**src/hw/rtl/form_urlencoded_stream_decoder_top_macros.svh**
```systemverilog
// Assertion macros shared by the form decoder RTL.
// Needs no other file; the asserting modules include it.
`ifndef FORM_URLENCODED_STREAM_DECODER_TOP_MACROS_SVH
`define FORM_URLENCODED_STREAM_DECODER_TOP_MACROS_SVH
`ifndef SYNTHESIS
// same-cycle implication, checked out of reset
`define FUSD_ASSERT_IMPLY(lbl, clk, rstn, ante, cons) \
	lbl: assert property (@(posedge clk) disable iff (!rstn) (ante) |-> (cons)) \
		else $error("fusd assertion failed");
// next-cycle implication, checked out of reset
`define FUSD_ASSERT_NEXT(lbl, clk, rstn, ante, cons) \
	lbl: assert property (@(posedge clk) disable iff (!rstn) (ante) |=> (cons)) \
		else $error("fusd assertion failed");
`else
`define FUSD_ASSERT_IMPLY(lbl, clk, rstn, ante, cons)
`define FUSD_ASSERT_NEXT(lbl, clk, rstn, ante, cons)
`endif
`endif

```
**src/hw/rtl/fusd_pkg.sv**
```systemverilog
// Shared types, character codes and hex helpers for the form decoder.
// No dependencies.
`default_nettype none
package fusd_pkg;

	localparam int QUEUE_DEPTH = 4;

	localparam logic [7:0] CH_PCT   = 8'h25;
	localparam logic [7:0] CH_PLUS  = 8'h2B;
	localparam logic [7:0] CH_AMP   = 8'h26;
	localparam logic [7:0] CH_EQ    = 8'h3D;
	localparam logic [7:0] CH_SPACE = 8'h20;

	typedef enum logic [1:0] {
		KIND_KEY     = 2'd0,
		KIND_VALUE   = 2'd1,
		KIND_COMMIT  = 2'd2,
		KIND_DISCARD = 2'd3
	} kind_t;

	// one queue entry: up to one decoded byte, then up to one pair marker
	typedef struct packed {
		logic       has_byte;
		kind_t      byte_kind;
		logic [7:0] byte_val;
		logic       has_mark;
		kind_t      mark_kind;
	} work_t;

	// {is_hex, digit}
	function automatic logic [4:0] hex_digit(input logic [7:0] c);
		logic [4:0] r;
		r = 5'd0;
		if (c inside {[8'h30:8'h39]}) begin
			r = {1'b1, c[3:0]};
		end else if (c inside {[8'h61:8'h66], [8'h41:8'h46]}) begin
			r = {1'b1, c[3:0] + 4'd9};
		end
		return r;
	endfunction

	function automatic logic [7:0] hex_pair(input logic [7:0] a, input logic [7:0] b);
		logic [4:0] hi;
		logic [4:0] lo;
		logic [7:0] r;
		hi = hex_digit(a);
		lo = hex_digit(b);
		if (!hi[4]) begin
			r = 8'd0;
		end else if (!lo[4]) begin
			r = {4'd0, hi[3:0]};
		end else begin
			r = {hi[3:0], lo[3:0]};
		end
		return r;
	endfunction

endpackage
`default_nettype wire

```
**src/hw/rtl/fusd_front.sv**
```systemverilog
// Front end: takes body bytes, tracks segment and escape state, and builds
// at most one queue entry per byte. Depends on fusd_pkg and the macro header.
`default_nettype none
`include "form_urlencoded_stream_decoder_top_macros.svh"
module fusd_front (
	input  wire logic           clk,
	input  wire logic           arst_n,
	input  wire logic           in_valid,
	input  wire logic           in_stall,
	input  wire logic [7:0]     body_byte,
	input  wire logic           final_byte,
	output fusd_pkg::work_t     push_data,
	output logic                push
);

	typedef enum logic [2:0] {
		ESC_IDLE = 3'b001,
		ESC_PCT  = 3'b010,
		ESC_HELD = 3'b100
	} esc_t;

	esc_t       esc_q, esc_n;
	logic       in_value_q, in_value_n;
	logic [7:0] held_q, held_n;
	logic       fire, term, pair_end;
	fusd_pkg::work_t w;

	assign fire = in_valid && !in_stall;

	// plain decode of one byte: '+' becomes a space; callers drop a lone '%'
	function automatic logic [7:0] plain_val(input logic [7:0] c);
		return (c == fusd_pkg::CH_PLUS) ? fusd_pkg::CH_SPACE : c;
	endfunction

	always_comb begin
		term       = (body_byte == fusd_pkg::CH_AMP) ||
			((body_byte == fusd_pkg::CH_EQ) && !in_value_q);
		pair_end   = (body_byte == fusd_pkg::CH_AMP) || final_byte;
		esc_n      = ESC_IDLE;
		held_n     = held_q;
		w          = '0;
		w.byte_kind = in_value_q ? fusd_pkg::KIND_VALUE : fusd_pkg::KIND_KEY;
		case (esc_q)
			ESC_HELD: begin
				if (term) begin
					w.has_byte = (held_q != fusd_pkg::CH_PCT);
					w.byte_val = plain_val(held_q);
				end else begin
					w.has_byte = 1'b1;
					w.byte_val = fusd_pkg::hex_pair(held_q, body_byte);
				end
			end
			ESC_PCT: begin
				if (!term) begin
					if (final_byte) begin
						w.has_byte = (body_byte != fusd_pkg::CH_PCT);
						w.byte_val = plain_val(body_byte);
					end else begin
						held_n = body_byte;
						esc_n  = ESC_HELD;
					end
				end
			end
			default: begin
				if (!term) begin
					if (body_byte == fusd_pkg::CH_PCT) begin
						esc_n = ESC_PCT;
					end else begin
						w.has_byte = 1'b1;
						w.byte_val = plain_val(body_byte);
					end
				end
			end
		endcase
		in_value_n = in_value_q || (term && (body_byte == fusd_pkg::CH_EQ));
		if (pair_end) begin
			w.has_mark  = 1'b1;
			w.mark_kind = in_value_n ? fusd_pkg::KIND_COMMIT : fusd_pkg::KIND_DISCARD;
			in_value_n  = 1'b0;
			esc_n       = ESC_IDLE;
			held_n      = 8'd0;
		end
	end

	assign push_data = w;
	assign push      = fire && (w.has_byte || w.has_mark);

	always_ff @(posedge clk or negedge arst_n) begin
		if (!arst_n) begin
			esc_q      <= ESC_IDLE;
			in_value_q <= 1'b0;
			held_q     <= 8'd0;
		end else if (fire) begin
			esc_q      <= esc_n;
			in_value_q <= in_value_n;
			held_q     <= held_n;
		end
	end

	// a pair end leaves the front in the key segment with no escape pending
	`FUSD_ASSERT_NEXT(a_pair_end_clears, clk, arst_n, fire && pair_end, (esc_q == ESC_IDLE) && !in_value_q)

endmodule
`default_nettype wire

```
**src/hw/rtl/fusd_queue.sv**
```systemverilog
// Small flop-based FIFO of work entries between front and back.
// Depends on fusd_pkg and the macro header.
`default_nettype none
`include "form_urlencoded_stream_decoder_top_macros.svh"
module fusd_queue #(
	parameter int DEPTH = fusd_pkg::QUEUE_DEPTH
) (
	input  wire logic            clk,
	input  wire logic            arst_n,
	input  wire logic            push,
	input  wire fusd_pkg::work_t push_data,
	input  wire logic            pop,
	output fusd_pkg::work_t      head,
	output logic                 empty,
	output logic                 full
);

	localparam int PTR_W = (DEPTH > 1) ? $clog2(DEPTH) : 1;
	localparam int CNT_W = $clog2(DEPTH + 1);

	fusd_pkg::work_t  entries_q [DEPTH];
	logic [PTR_W-1:0] wr_ptr_q, rd_ptr_q;
	logic [CNT_W-1:0] count_q;

	function automatic logic [PTR_W-1:0] next_ptr(input logic [PTR_W-1:0] p);
		return (p == PTR_W'(DEPTH - 1)) ? '0 : p + PTR_W'(1);
	endfunction

	assign empty = (count_q == '0);
	assign full  = (count_q == CNT_W'(DEPTH));
	assign head  = entries_q[rd_ptr_q];

	always_ff @(posedge clk) begin
		if (push) begin
			entries_q[wr_ptr_q] <= push_data;
		end
	end

	always_ff @(posedge clk or negedge arst_n) begin
		if (!arst_n) begin
			wr_ptr_q <= '0;
			rd_ptr_q <= '0;
			count_q  <= '0;
		end else begin
			if (push) begin
				wr_ptr_q <= next_ptr(wr_ptr_q);
			end
			if (pop) begin
				rd_ptr_q <= next_ptr(rd_ptr_q);
			end
			if (push && !pop) begin
				count_q <= count_q + CNT_W'(1);
			end else if (pop && !push) begin
				count_q <= count_q - CNT_W'(1);
			end
		end
	end

	`FUSD_ASSERT_IMPLY(a_no_push_full, clk, arst_n, full, !push)
	`FUSD_ASSERT_IMPLY(a_no_pop_empty, clk, arst_n, empty, !pop)

endmodule
`default_nettype wire

```
**src/hw/rtl/fusd_back.sv**
```systemverilog
// Back end: drains queue entries into the output register, one result
// per transfer, byte first and pair marker second. Depends on fusd_pkg.
`default_nettype none
`include "form_urlencoded_stream_decoder_top_macros.svh"
module fusd_back (
	input  wire logic            clk,
	input  wire logic            arst_n,
	input  wire fusd_pkg::work_t head,
	input  wire logic            empty,
	output logic                 pop,
	output logic                 out_valid,
	input  wire logic            out_stall,
	output logic [1:0]           item_kind,
	output logic [7:0]           out_byte,
	output logic                 run_end
);

	logic            out_valid_q, run_end_q, second_q;
	fusd_pkg::kind_t kind_q;
	logic [7:0]      byte_q;
	logic            load, take_byte;

	assign load      = !out_valid_q || !out_stall;
	// byte goes out first unless this entry's byte already left
	assign take_byte = head.has_byte && !second_q;
	assign pop       = load && !empty && !(take_byte && head.has_mark);

	always_ff @(posedge clk or negedge arst_n) begin
		if (!arst_n) begin
			out_valid_q <= 1'b0;
			second_q    <= 1'b0;
		end else if (load) begin
			out_valid_q <= !empty;
			if (!empty) begin
				second_q <= take_byte && head.has_mark;
			end
		end
	end

	always_ff @(posedge clk) begin
		if (load && !empty) begin
			if (take_byte) begin
				kind_q    <= head.byte_kind;
				byte_q    <= head.byte_val;
				run_end_q <= !head.has_mark;
			end else begin
				kind_q    <= head.mark_kind;
				byte_q    <= 8'd0;
				run_end_q <= 1'b1;
			end
		end
	end

	assign out_valid = out_valid_q;
	assign item_kind = kind_q;
	assign out_byte  = byte_q;
	assign run_end   = run_end_q;

	// a held marker always follows a byte still on the output
	`FUSD_ASSERT_IMPLY(a_second_has_byte, clk, arst_n, second_q, out_valid_q && !run_end_q)

endmodule
`default_nettype wire

```
**src/hw/rtl/form_urlencoded_stream_decoder_top.sv**
```systemverilog
// Form body (x-www-form-urlencoded) streaming decoder, top level.
// Uses fusd_pkg, fusd_front, fusd_queue and fusd_back.
//
// Input channel: in_valid / in_stall with body_byte and final_byte, one raw
//   body byte per transfer; final_byte marks the last byte of the body.
// Output channel: out_valid / out_stall with item_kind, out_byte, run_end.
//   item_kind: key byte, value byte, pair commit or pair discard. Key and
//   value bytes stream out before the pair is known to hold an '='; the
//   consumer drops bytes of a pair that ends with a discard marker.
//   run_end flags the last result caused by one input byte.
// Path: a byte accepted on the input is written into the queue, and its first
//   result is then loaded from the queue into the output register.
// Throughput: one byte per cycle while in_stall is low. A byte yielding both
//   a decoded byte and a pair marker takes two output transfers; the queue
//   (QUEUE_DEPTH entries) absorbs that, and in_stall rises only on a full queue.
// A byte that yields no result ('%', '=' ending a key, etc.) uses no slot.
// Output stall: the output register holds its result; the queue keeps
//   filling until full, then in_stall is raised.
// Reset (arst_n low, async): queue empty, output invalid, decoder back in
//   the key segment with no escape pending.
`default_nettype none
module form_urlencoded_stream_decoder_top #(
	parameter int QUEUE_DEPTH = fusd_pkg::QUEUE_DEPTH
) (
	input  wire logic       clk,
	input  wire logic       arst_n,
	input  wire logic       in_valid,
	output logic            in_stall,
	input  wire logic [7:0] body_byte,
	input  wire logic       final_byte,
	output logic            out_valid,
	input  wire logic       out_stall,
	output logic [1:0]      item_kind,
	output logic [7:0]      out_byte,
	output logic            run_end
);

	fusd_pkg::work_t push_data;
	fusd_pkg::work_t head;
	logic            push, pop, q_empty, q_full;

	// stall only on queue occupancy, never on in_valid
	assign in_stall = q_full;

	// front: segment / escape tracking, decode, marker generation
	fusd_front u_front (
		.clk        (clk),
		.arst_n     (arst_n),
		.in_valid   (in_valid),
		.in_stall   (in_stall),
		.body_byte  (body_byte),
		.final_byte (final_byte),
		.push_data  (push_data),
		.push       (push)
	);

	// decouples front from back so each stalls on its own
	fusd_queue #(
		.DEPTH (QUEUE_DEPTH)
	) u_queue (
		.clk       (clk),
		.arst_n    (arst_n),
		.push      (push),
		.push_data (push_data),
		.pop       (pop),
		.head      (head),
		.empty     (q_empty),
		.full      (q_full)
	);

	// back: splits each entry into one or two output transfers
	fusd_back u_back (
		.clk       (clk),
		.arst_n    (arst_n),
		.head      (head),
		.empty     (q_empty),
		.pop       (pop),
		.out_valid (out_valid),
		.out_stall (out_stall),
		.item_kind (item_kind),
		.out_byte  (out_byte),
		.run_end   (run_end)
	);

endmodule
`default_nettype wire
```
**config.mk**
```make
export PLATFORM = sky130hd
export DESIGN_NAME = form_urlencoded_stream_decoder_top
export DESIGN_NICKNAME = d
export VERILOG_FILES = /design/src/hw/rtl/fusd_pkg.sv /design/src/hw/rtl/fusd_front.sv /design/src/hw/rtl/fusd_queue.sv /design/src/hw/rtl/fusd_back.sv /design/src/hw/rtl/form_urlencoded_stream_decoder_top.sv
export VERILOG_INCLUDE_DIRS = /design/src /design/src/hw/rtl
export SDC_FILE = /design/constraint.sdc
export NUM_CORES = 1
export LEC_CHECK = 0
export ABC_CLOCK_PERIOD_IN_PS = 8300
export BUFFER_PORTS_ARGS = -buffer_cell sky130_fd_sc_hd__buf_2
export CAP_MARGIN = 20
export CORE_ASPECT_RATIO = 1.75
export CORE_MARGIN = 4
export CORE_UTILIZATION = 65
export CTS_BUF_LIST = sky130_fd_sc_hd__clkbuf_2 sky130_fd_sc_hd__clkbuf_4 sky130_fd_sc_hd__clkbuf_8
export DETAILED_ROUTE_END_ITERATION = 16
export MAX_ROUTING_LAYER = met4
export PLACE_DENSITY_LB_ADDON = 0.05
export SLEW_MARGIN = 10
export SYNTH_ARGS = -nofsm -noshare
export SYNTH_HDL_FRONTEND = slang
export SYNTH_SLANG_ARGS = --single-unit
```
**constraint.sdc**
```tcl
create_clock -name clk -period 8.3 [get_ports clk]
set_clock_uncertainty 0.2 [all_clocks]
set_input_delay 1.66 -clock clk [delete_from_list [all_inputs] [get_ports clk]]
set_output_delay 1.66 -clock clk [all_outputs]
set_load 0.01 [all_outputs]
```
==> results of run 1 <==
==> stage by stage <==
stage	hold slack (ns)	area, um^2	utilization (%)	cells
global placement	0.270	4140	70.4	383
detailed placement	0.287	4140	70.4	383
global route	0.336	4370	74.3	399
finish	0.311	4370	74.3	399
CTS	0.306	4370	74.3	399
floorplan	0.256	3950	-	287
==> layer usage <==
layer	up-vias	wire length [um]	track usage, %	share of wire, %
met2	102	4510	41.5	56
met5	-	0	-	0
met1	1229	2870	27.9	36
met3	27	391	5.48	4.8
met4	0	308	12.6	3.8
li1	1177	-	-	-
==> registers in the layout (all words and copies together), names as in the netlist <==
| signal | flops |
|---|---|
| u_back.second_q | 1 |
| u_front.held_q | 8 |
| u_back.out_byte | 8 |
| u_queue.count_q | 3 |
| u_back.out_valid | 1 |
| u_front.esc_q | 3 |
| u_back.run_end | 1 |
| u_front.in_value_q | 1 |
| u_queue.rd_ptr_q | 2 |
| u_back.item_kind | 2 |
| u_queue.entries_q | 48 |
| u_queue.wr_ptr_q | 2 |
==> cells in the final DEF, fill, tap and decap left out, types with 6 or more instances in the layout <==
cell type	synthesis	layout
a21oi_1	7	7
a22o_1	6	6
and2_1	8	8
buf_2	1	25
clkbuf_8	0	11
dfrtp_1	20	20
edfxtp_1	59	59
ha_1	14	14
inv_1	12	12
mux2_2	8	8
mux4_2	11	11
nand2_1	14	14
nor2_1	15	15
nor2b_1	13	13
nor3b_1	6	6
o21ai_0	10	10
==> area by class of cell <==
class                   count  area, um^2
clock buffers              11         151
inverters                  12        45.0
well taps                  78        97.6
fillers                   386        1510
clock inverters             5        78.8
multi-input cells         187        1560
repair buffers             26         133
flip-flops and latches     80        2300
==> worst max-delay path by stage <==
stage,slack [ns],cells past startpoint,from,end
6_report,4.06,13,body_byte[1],u_queue.count_q[2]$_DFFE_PN0P_
5_1_grt,3.80,13,body_byte[0],u_queue.count_q[2]$_DFFE_PN0P_
4_1_cts,4.10,13,body_byte[0],u_queue.count_q[2]$_DFFE_PN0P_
3_5_place_dp,3.74,13,body_byte[1],u_queue.count_q[2]$_DFFE_PN0P_
3_3_place_gp,3.91,11,body_byte[1],u_queue.count_q[1]$_DFFE_PN0P_
2_1_floorplan,4.22,10,body_byte[1],u_queue.count_q[1]$_DFFE_PN0P_
==> logic make-up (layout without fill, tap and decap cells) <==
logic type,count (synthesis),in the layout
adders and majority gates,15,15
xor gates and xnor gates,4,4
AOI/OAI and AO/OA,61,61
DFF,80,80
buffers and inverters,20,54
and+or+nand+nor,87,87
muxes,20,20
==> critical path: cells and delay by family <==
| family | cells | cell delay, ns |
|---|---|---|
| compound gates | 3 | 0.78 |
| xor+xnor | 2 | 0.32 |
| fa+ha+maj | 3 | 0.87 |
| buf+inv | 3 | 0.30 |
| simple gates | 2 | 0.38 |
==> power groups by stage <==
stage / Combinational (mW) / Clock (mW) / Sequential [mW]
2_1_floorplan: 0.249 / 0 / 0.605
3_3_place_gp: 0.316 / 0 / 0.618
3_5_place_dp: 0.328 / 0 / 0.626
4_1_cts: 0.332 / 0.325 / 0.617
5_1_grt: 0.362 / 0.345 / 0.626
6_report: 0.325 / 0.319 / 0.614
==> reports/qor.csv, run 1 <==
metric;value;unit
Avg Cell Area, Syn;13.8;um^2
GR Util All Layers;25.1;%
Chip Width;66.9;um
routability congestion estimate;0.976;
largest family of logic cells by synthesized area;simple AND/OR/NAND/NOR gates;
Yosys reg bits;80;
max-cap viol count;0;
Hold Crit Start;u_back.out_valid$_DFFE_PN0N_;
HPWL after DPL;5.91;mm
Req. time, crit path;8.37;ns
Mapped Area;3950;um^2
max-slew violations;0;
Final Critical Period;4.24;ns
share of flip-flops with an asynchronous set or reset;26.3;%
Final TNS setup;0;ns
internal power;0.899;mW
largest net degree at the start of global routing;22;
vias;2535;
Initial Util;67.2;%
Psw;0.360;mW
cts hold-fix bufs;0;
Final setup viols;0;
clock power share;25.4;%
Inserted Diodes;0;
EDFF count, synth;59;
Die Ht;111;um
share of the synthesized area in the top cell type;44.8;%
cts repair resizes;0;
clk_lat worst skew;0.35;ns
fmax;0.236;GHz
post-synth top area cell;edfxtp_1;
R2R depth;9;
sequential power share;48.8;%
die area;7440;um^2
CTS max path bufs;2;
Worst path max stage delay;0.38;ns
post-synth net total;315;
Seq/Total Area, Yosys;58.2;%
Fin. Hold Viols;0;
CTS tree;done;
Static Leak;1.68;nW
Worst Tran Pin Value;0.775;ns
Worst VDD drop;0.000140;V
FF-to-FF Start;u_queue.rd_ptr_q[0]$_DFFE_PN0P_;
Worst slew margin;48.3;%
largest cells by area after synthesis;edfxtp_1 (45%), dfrtp_1 (13%), mux4_2 (6.3%);
crit path DAT;4.31;ns
first-pass GRT wire length;13.0;mm
reg2reg setup slack;4.71;ns
post-synthesis simple-gate area fraction;13.0;%
pwr dens;288;nW/um^2
hold crit path type;reg -> reg;
hold path depth;2;
worst-path maximum fanout;8;
Via-to-Cell Ratio;6.35;
total power;1.26;mW
post-synthesis mux area share;9.21;%
vias in the first global route;2542;
Synth Warn #;0;
Post-synth top flop;edfxtp_1;
post-place setup slack;3.74;ns
wire length per cell;20.3;um
Sink Count;80;
post-synthesis compound-gate area fraction;11.5;%
top post-synthesis cells by count;edfxtp_1 (59), dfrtp_1 (20), nor2_1 (15);
1st-pass router iterations;5;
final wirelength;8.08;mm
part of the power in combinational logic;25.8;%
hold path endpoint;u_back.out_valid$_DFFE_PN0N_;
outcome;finished, final reports clean;
area share of fa/ha/maj cells after synthesis;4.94;%
area delta synth->final;10.5;%
Post-layout nets;344;
CTS clock-pin slew for the worst setup and hold paths;0.08;ns
CTS Buf Count;9;
CP Launch Type;input port;
post-route ant nets;0;
Crit Path Class;in -> reg;
CTS H-tree depth;3;
Iteration-0 DRC Markers;174;
Core Box Area;5880;um^2
Crit-path slowest cell;fa_1;
sw frac;28.6;%
cells along the critical path;buf_2 > inv_1 > ha_1 > and4b_1 > o2111ai_1 > o311a_1 > o21a_1 > ha_1 > inv_1 > fa_1 > xor2_1 > nor2_1 > xor2_1;
IO Port Bufs;25;
Setup crit end kind;flop;
num rows;37;
remaining design rule violation count;0;
I/O Pins;26;
most common cell in the netlist;edfxtp_1;
layout cells sized above 1;22.4;%
postcts setup bufs;0;
Yosys cell types;62;
Synth Area in XOR/XNOR;0.886;%
CTS root buf;clkbuf_8;
final worst-path cycle share;51.1;%
Syn Inst Count;287;
worst r2r dst;u_queue.count_q[1]$_DFFE_PN0P_;
gr ovfl total;0;
Final WS setup;4.06;ns
initial antenna violation count;0;
RSZ-0062 raised after global routing;false;
Power figures use the tool's default switching activity.
==> inputs of run 2 (changes only) <==
--- a/config.mk
+++ b/config.mk
@@ -6,12 +6,12 @@
 export SDC_FILE = /design/constraint.sdc
 export NUM_CORES = 1
 export LEC_CHECK = 0
-export ABC_CLOCK_PERIOD_IN_PS = 8300
+export ABC_CLOCK_PERIOD_IN_PS = 3500
 export BUFFER_PORTS_ARGS = -buffer_cell sky130_fd_sc_hd__buf_2
 export CAP_MARGIN = 20
 export CORE_ASPECT_RATIO = 1.75
 export CORE_MARGIN = 4
-export CORE_UTILIZATION = 65
+export CORE_UTILIZATION = 57
 export CTS_BUF_LIST = sky130_fd_sc_hd__clkbuf_2 sky130_fd_sc_hd__clkbuf_4 sky130_fd_sc_hd__clkbuf_8
 export DETAILED_ROUTE_END_ITERATION = 16
 export MAX_ROUTING_LAYER = met4
==> constraint.sdc (replaced) <==
create_clock -name clk -period 3.5 [get_ports clk]
set_clock_uncertainty 0.2 [all_clocks]
set_input_delay 0.7 -clock clk [delete_from_list [all_inputs] [get_ports clk]]
set_output_delay 0.7 -clock clk [all_outputs]
set_load 0.01 [all_outputs]
==> reports/qor.csv, run 2 (synthesized netlist as in run 1, its figures left out) <==
metric;value;unit;change
post-route ant nets;0;;unchanged
vias in the first global route;2546;;+0.16%
gr ovfl total;0;;unchanged
CP Launch Type;input port;;
crit path DAT;3.12;ns;-1.19 ns
first-pass GRT wire length;13.0;mm;-0.57%
Sink Count;80;;unchanged
GR Util All Layers;20.9;%;-4.2 points
Critical Path Source;body_byte[0];;
cts repair resizes;0;;unchanged
RSZ-0062 raised after global routing;false;;
R2R depth;12;;+3
FF-to-FF Start;u_front.held_q[1]$_DFFE_PN0P_;;
1st-pass router iterations;6;;+1
Final setup viols;0;;unchanged
outcome;finished, final reports clean;;
Worst VDD drop;0.000349;V;+150%
clk_lat worst skew;0.34;ns;about the same
largest net degree at the start of global routing;22;;unchanged
Static Leak;1.71;nW;+1.4%
# fillers;517;;+34%
IO Port Bufs;25;;unchanged
Via-to-Cell Ratio;6.11;;-3.8%
final worst-path cycle share;88.6;%;
Top reg by flops;u_queue.entries_q;;
Worst slew margin;57.6;%;+9.3 points
pwr dens;643;nW/um^2;+120%
Final TNS setup;0;ns;unchanged
HPWL after DPL;5.87;mm;-0.65%
Crit Path Class;in -> reg;;
Chip Width;70.9;um;+6.0%
CTS root buf;clkbuf_8;;
Worst Tran Pin Value;0.634;ns;-0.141 ns
Req. time, crit path;3.52;ns;-4.85 ns
wire length per cell;19.0;um;-6.0%
Inserted Diodes;0;;unchanged
most common cell after layout, fill and taps aside;edfxtp_1;;
vias;2530;;-0.20%
cts hold-fix bufs;0;;unchanged
die area;8380;um^2;+13%
worst-path maximum fanout;7;;-1
max-slew violations;0;;unchanged
CTS max path bufs;2;;unchanged
most frequent cells in the layout;edfxtp_1 (59), buf_2 (25), dfrtp_1 (20);;
num rows;39;;+5.4%
Setup crit end kind;flop;;
CTS Buf Count;9;;unchanged
layout cells sized above 1;24.7;%;+2.3 points
I/O Pins;26;;unchanged
Iteration-0 DRC Markers;163;;-6.3%
number of flip-flops in the largest register;48;;unchanged
Final Critical Period;3.10;ns;
postcts setup bufs;0;;unchanged
Initial Util;59.6;%;-7.7 points
final wirelength;7.88;mm;-2.5%
area delta synth->final;11.1;%;
initial antenna violation count;0;;unchanged
Core Box Area;6640;um^2;+13%
CTS tree;done;;
hold crit path type;in -> async;;
fmax;0.323;GHz;
CTS H-tree depth;3;;unchanged
remaining design rule violation count;0;;unchanged
max-cap viol count;0;;unchanged
post-place setup slack;0.106;ns;-3.63 ns
Final WS setup;0.400;ns;-3.66 ns
CTS clock-pin slew for the worst setup and hold paths;0.08;ns;about the same
Die Ht;118;um;+6.3%
routability congestion estimate;0.946;;-3.1%
Fin. Hold Viols;0;;unchanged
Post-layout nets;355;;+3.2%
[run 2: worst paths after layout]
| path | endpoint | slack, ns |
|---|---|---|
| setup / recovery | u_queue.count_q[1]$_DFFE_PN0P_ | 0.40 |
| hold / removal | u_front.held_q[7]$_DFFE_PN0P_ | 0.14 |
| setup reg to reg | u_queue.count_q[2]$_DFFE_PN0P_ | 0.55 |
| hold reg to reg | u_back.out_valid$_DFFE_PN0N_ | 0.29 |
| max in group asynchronous | u_front.esc_q[0]$_DFFE_PN1P_ | 2.60 |
| min in group clk | u_back.out_valid$_DFFE_PN0N_ | 0.29 |
[run 2: final cells by class]
type | instances | area (um^2) | share of cell area, %
clock buffers | 12 | 146 | 3.33
clock inverters | 4 | 21.3 | 0.484
inverters | 12 | 45.0 | 1.03
multi-input cells | 187 | 1560 | 35.6
flip-flops and latches | 80 | 2300 | 52.3
well taps | 82 | 103 | 2.34
repair buffers | 37 | 215 | 4.90
[run 2: metrics by stage]
| stage | power, mW | util (%) | cells | area (um^2) | hold WS [ns] |
|---|---|---|---|---|---|
| after global placement | 2.26 | 63.7 | 398 | 4220 | 0.272 |
| after detailed placement | 2.30 | 63.7 | 398 | 4220 | 0.283 |
| after global routing | 3.01 | 66.2 | 414 | 4390 | 0.145 |
| after floorplan | 2.02 | - | 287 | 3950 | 0.204 |
| final | 2.82 | 66.2 | 414 | 4390 | 0.137 |
| after CTS | 2.87 | 66.2 | 414 | 4390 | 0.121 |
[run 2: metal layers]
layer | global-route usage, % | share of wire (%) | up-vias | wire, um
met5 | - | 0 | - | 0
met1 | 23.4 | 39 | 1237 | 3080
met3 | 4.16 | 3.6 | 20 | 282
li1 | - | - | 1191 | -
met2 | 34.8 | 53 | 82 | 4160
met4 | 10.8 | 4.5 | 0 | 357
[run 2: power by group]
group | switching, mW | total [mW] | leakage, nW | internal, mW
Combinational | 0.408 | 0.839 | 0.805 | 0.432
Clock | 0.293 | 0.570 | 0.0880 | 0.277
Sequential | 0.119 | 1.42 | 0.812 | 1.30
[run 2: worst max-delay path: stages]
cell and delay [ns]:
buf_2 0.14, inv_1 0.13, ha_1 0.19, nor3b_1 0.39, o2111ai_1 0.20, o311a_1 0.20, o21a_1 0.21, ha_1 0.22
inv_1 0.07, fa_1 0.40, mux2_2 0.26
==> inputs of run 3 (changes only) <==
--- a/config.mk
+++ b/config.mk
@@ -9,9 +9,11 @@
 export ABC_CLOCK_PERIOD_IN_PS = 3500
 export BUFFER_PORTS_ARGS = -buffer_cell sky130_fd_sc_hd__buf_2
 export CAP_MARGIN = 20
+export CELL_PAD_IN_SITES_DETAIL_PLACEMENT = 1
+export CELL_PAD_IN_SITES_GLOBAL_PLACEMENT = 2
 export CORE_ASPECT_RATIO = 1.75
 export CORE_MARGIN = 4
-export CORE_UTILIZATION = 57
+export CORE_UTILIZATION = 40
 export CTS_BUF_LIST = sky130_fd_sc_hd__clkbuf_2 sky130_fd_sc_hd__clkbuf_4 sky130_fd_sc_hd__clkbuf_8
 export DETAILED_ROUTE_END_ITERATION = 16
 export MAX_ROUTING_LAYER = met4
==> reports/qor.csv, run 3 (synthesized netlist as in run 1, its figures left out) <==
metric;value;unit;change
fmax;0.324;GHz;+0.41%
num rows;47;;+21%
HPWL after DPL;7.30;mm;+24%
GR Util All Layers;18.1;%;-2.8 points
Chip Width;83.1;um;+17%
postcts setup bufs;0;;unchanged
Worst VDD drop;0.000289;V;-17%
max-cap viol count;0;;unchanged
max-slew violations;0;;unchanged
Worst slew margin;56.1;%;-1.5 points
CTS clock-pin slew for the worst setup and hold paths;0.08;ns;about the same
gr ovfl total;0;;unchanged
wire length per cell;20.6;um;+8.2%
hold crit path type;in -> async;;
die area;11600;um^2;+38%
cts repair resizes;0;;unchanged
Crit Path Class;in -> reg;;
Setup crit end kind;flop;;
Fin. Hold Viols;0;;unchanged
R2R depth;8;;-4
outcome;finished, final reports clean;;
crit path DAT;3.13;ns;about the same
Sink Count;80;;unchanged
IO Port Bufs;25;;unchanged
cells along the critical path;buf_2 > inv_1 > ha_1 > nor3b_1 > o2111ai_1 > o311a_1 > o21a_1 > ha_1 > inv_1 > fa_1 > mux2_2;;
CTS root buf;clkbuf_8;;
Final Critical Period;3.09;ns;-0.0127 ns
Inserted Diodes;0;;unchanged
worst-path maximum fanout;7;;unchanged
first-pass GRT wire length;15.5;mm;+19%
final worst-path cycle share;88.2;%;-0.36 points
clk_lat worst skew;0.35;ns;about the same
pwr dens;662;nW/um^2;+2.9%
number of flip-flops in the largest register;48;;unchanged
Via-to-Cell Ratio;5.59;;-8.5%
Req. time, crit path;3.54;ns;+0.02 ns
vias;2561;;+1.2%
total power;2.99;mW;+5.9%
CP Launch Type;input port;;
largest net degree at the start of global routing;22;;unchanged
Post-layout nets;360;;+1.4%
critical path's top delay family;adder cells;;
CTS tree;done;;
Die Ht;140;um;+18%
most frequent cells in the layout;edfxtp_1 (59), buf_2 (25), dfrtp_1 (20);;
Worst path max stage delay;0.41;ns;about the same
most common cell after layout, fill and taps aside;edfxtp_1;;
remaining design rule violation count;0;;unchanged
CTS Buf Count;9;;unchanged
Initial Util;41.2;%;-18 points
FF-to-FF Start;u_front.held_q[4]$_DFFE_PN0P_;;
Iteration-0 DRC Markers;134;;-18%
CTS H-tree depth;3;;unchanged
initial antenna violation count;0;;unchanged
I/O Pins;26;;unchanged
final wirelength;9.43;mm;+20%
post-route ant nets;0;;unchanged
RSZ-0062 raised after global routing;false;;
Final TNS setup;0;ns;unchanged
Crit-path slowest cell;fa_1;;
1st-pass router iterations;4;;-2
Final setup viols;0;;unchanged
reg2reg setup slack;0.59;ns;+0.04 ns
post-place setup slack;0.0670;ns;-0.0393 ns
Core Box Area;9590;um^2;+44%
Worst Tran Pin Value;0.659;ns;+0.0247 ns
layout cells sized above 1;25.6;%;+0.90 points
routability congestion estimate;0.821;;-13%
Final WS setup;0.413;ns;+0.0127 ns
Top reg by flops;u_queue.entries_q;;
cts hold-fix bufs;0;;unchanged
vias in the first global route;2822;;+11%
Static Leak;1.75;nW;+2.4%
WP buf/inv;3;;unchanged
area delta synth->final;14.4;%;
CTS max path bufs;2;;unchanged
worst r2r dst;u_queue.count_q[1]$_DFFE_PN0P_;;
## run 3: cell type report
class | count | area (um^2)
Fill cell | 1000 | 5060
Tap cell | 122 | 153
Inverter | 12 | 45.0
Multi-Input combinational cell | 187 | 1560
Clock inverter | 6 | 85.1
Timing Repair Buffer | 42 | 253
Clock buffer | 9 | 124
Sequential cell | 80 | 2300
## run 3: per-stage QoR
step / hold slack, ns / cells / instance area (um^2) / utilization, %
final: 0.112 / 458 / 4520 / 47.2
after global routing: 0.140 / 458 / 4520 / 47.2
after CTS: 0.119 / 458 / 4520 / 47.2
after detailed placement: 0.293 / 443 / 4310 / 45.0
after global placement: 0.283 / 443 / 4310 / 45.0
after floorplan: 0.204 / 287 / 3950 / -
## run 3: routing by layer
metal  share of wire (%)  GRT usage, %
met5                   0             -
met1                  36          18.0
met4                 4.0          8.44
met3                 3.1          4.02
met2                  56          33.0
## run 3: worst max-delay path by stage
stage,from,end,slack [ns],cells past startpoint
global placement,body_byte[0],u_queue.count_q[1]$_DFFE_PN0P_,0.14,11
CTS,body_byte[0],u_queue.count_q[1]$_DFFE_PN0P_,0.43,11
finish,body_byte[0],u_queue.count_q[1]$_DFFE_PN0P_,0.41,11
detailed placement,body_byte[0],u_queue.count_q[1]$_DFFE_PN0P_,0.07,11
global route,body_byte[0],u_queue.count_q[1]$_DFFE_PN0P_,0.18,11
floorplan,body_byte[1],u_queue.count_q[1]$_DFFE_PN0P_,0.38,10
## run 3: power by group
part | switching [mW] | internal [mW] | total (mW) | leakage, nW
Combinational | 0.417 | 0.424 | 0.841 | 0.832
Sequential | 0.126 | 1.30 | 1.42 | 0.812
Clock | 0.332 | 0.395 | 0.727 | 0.103
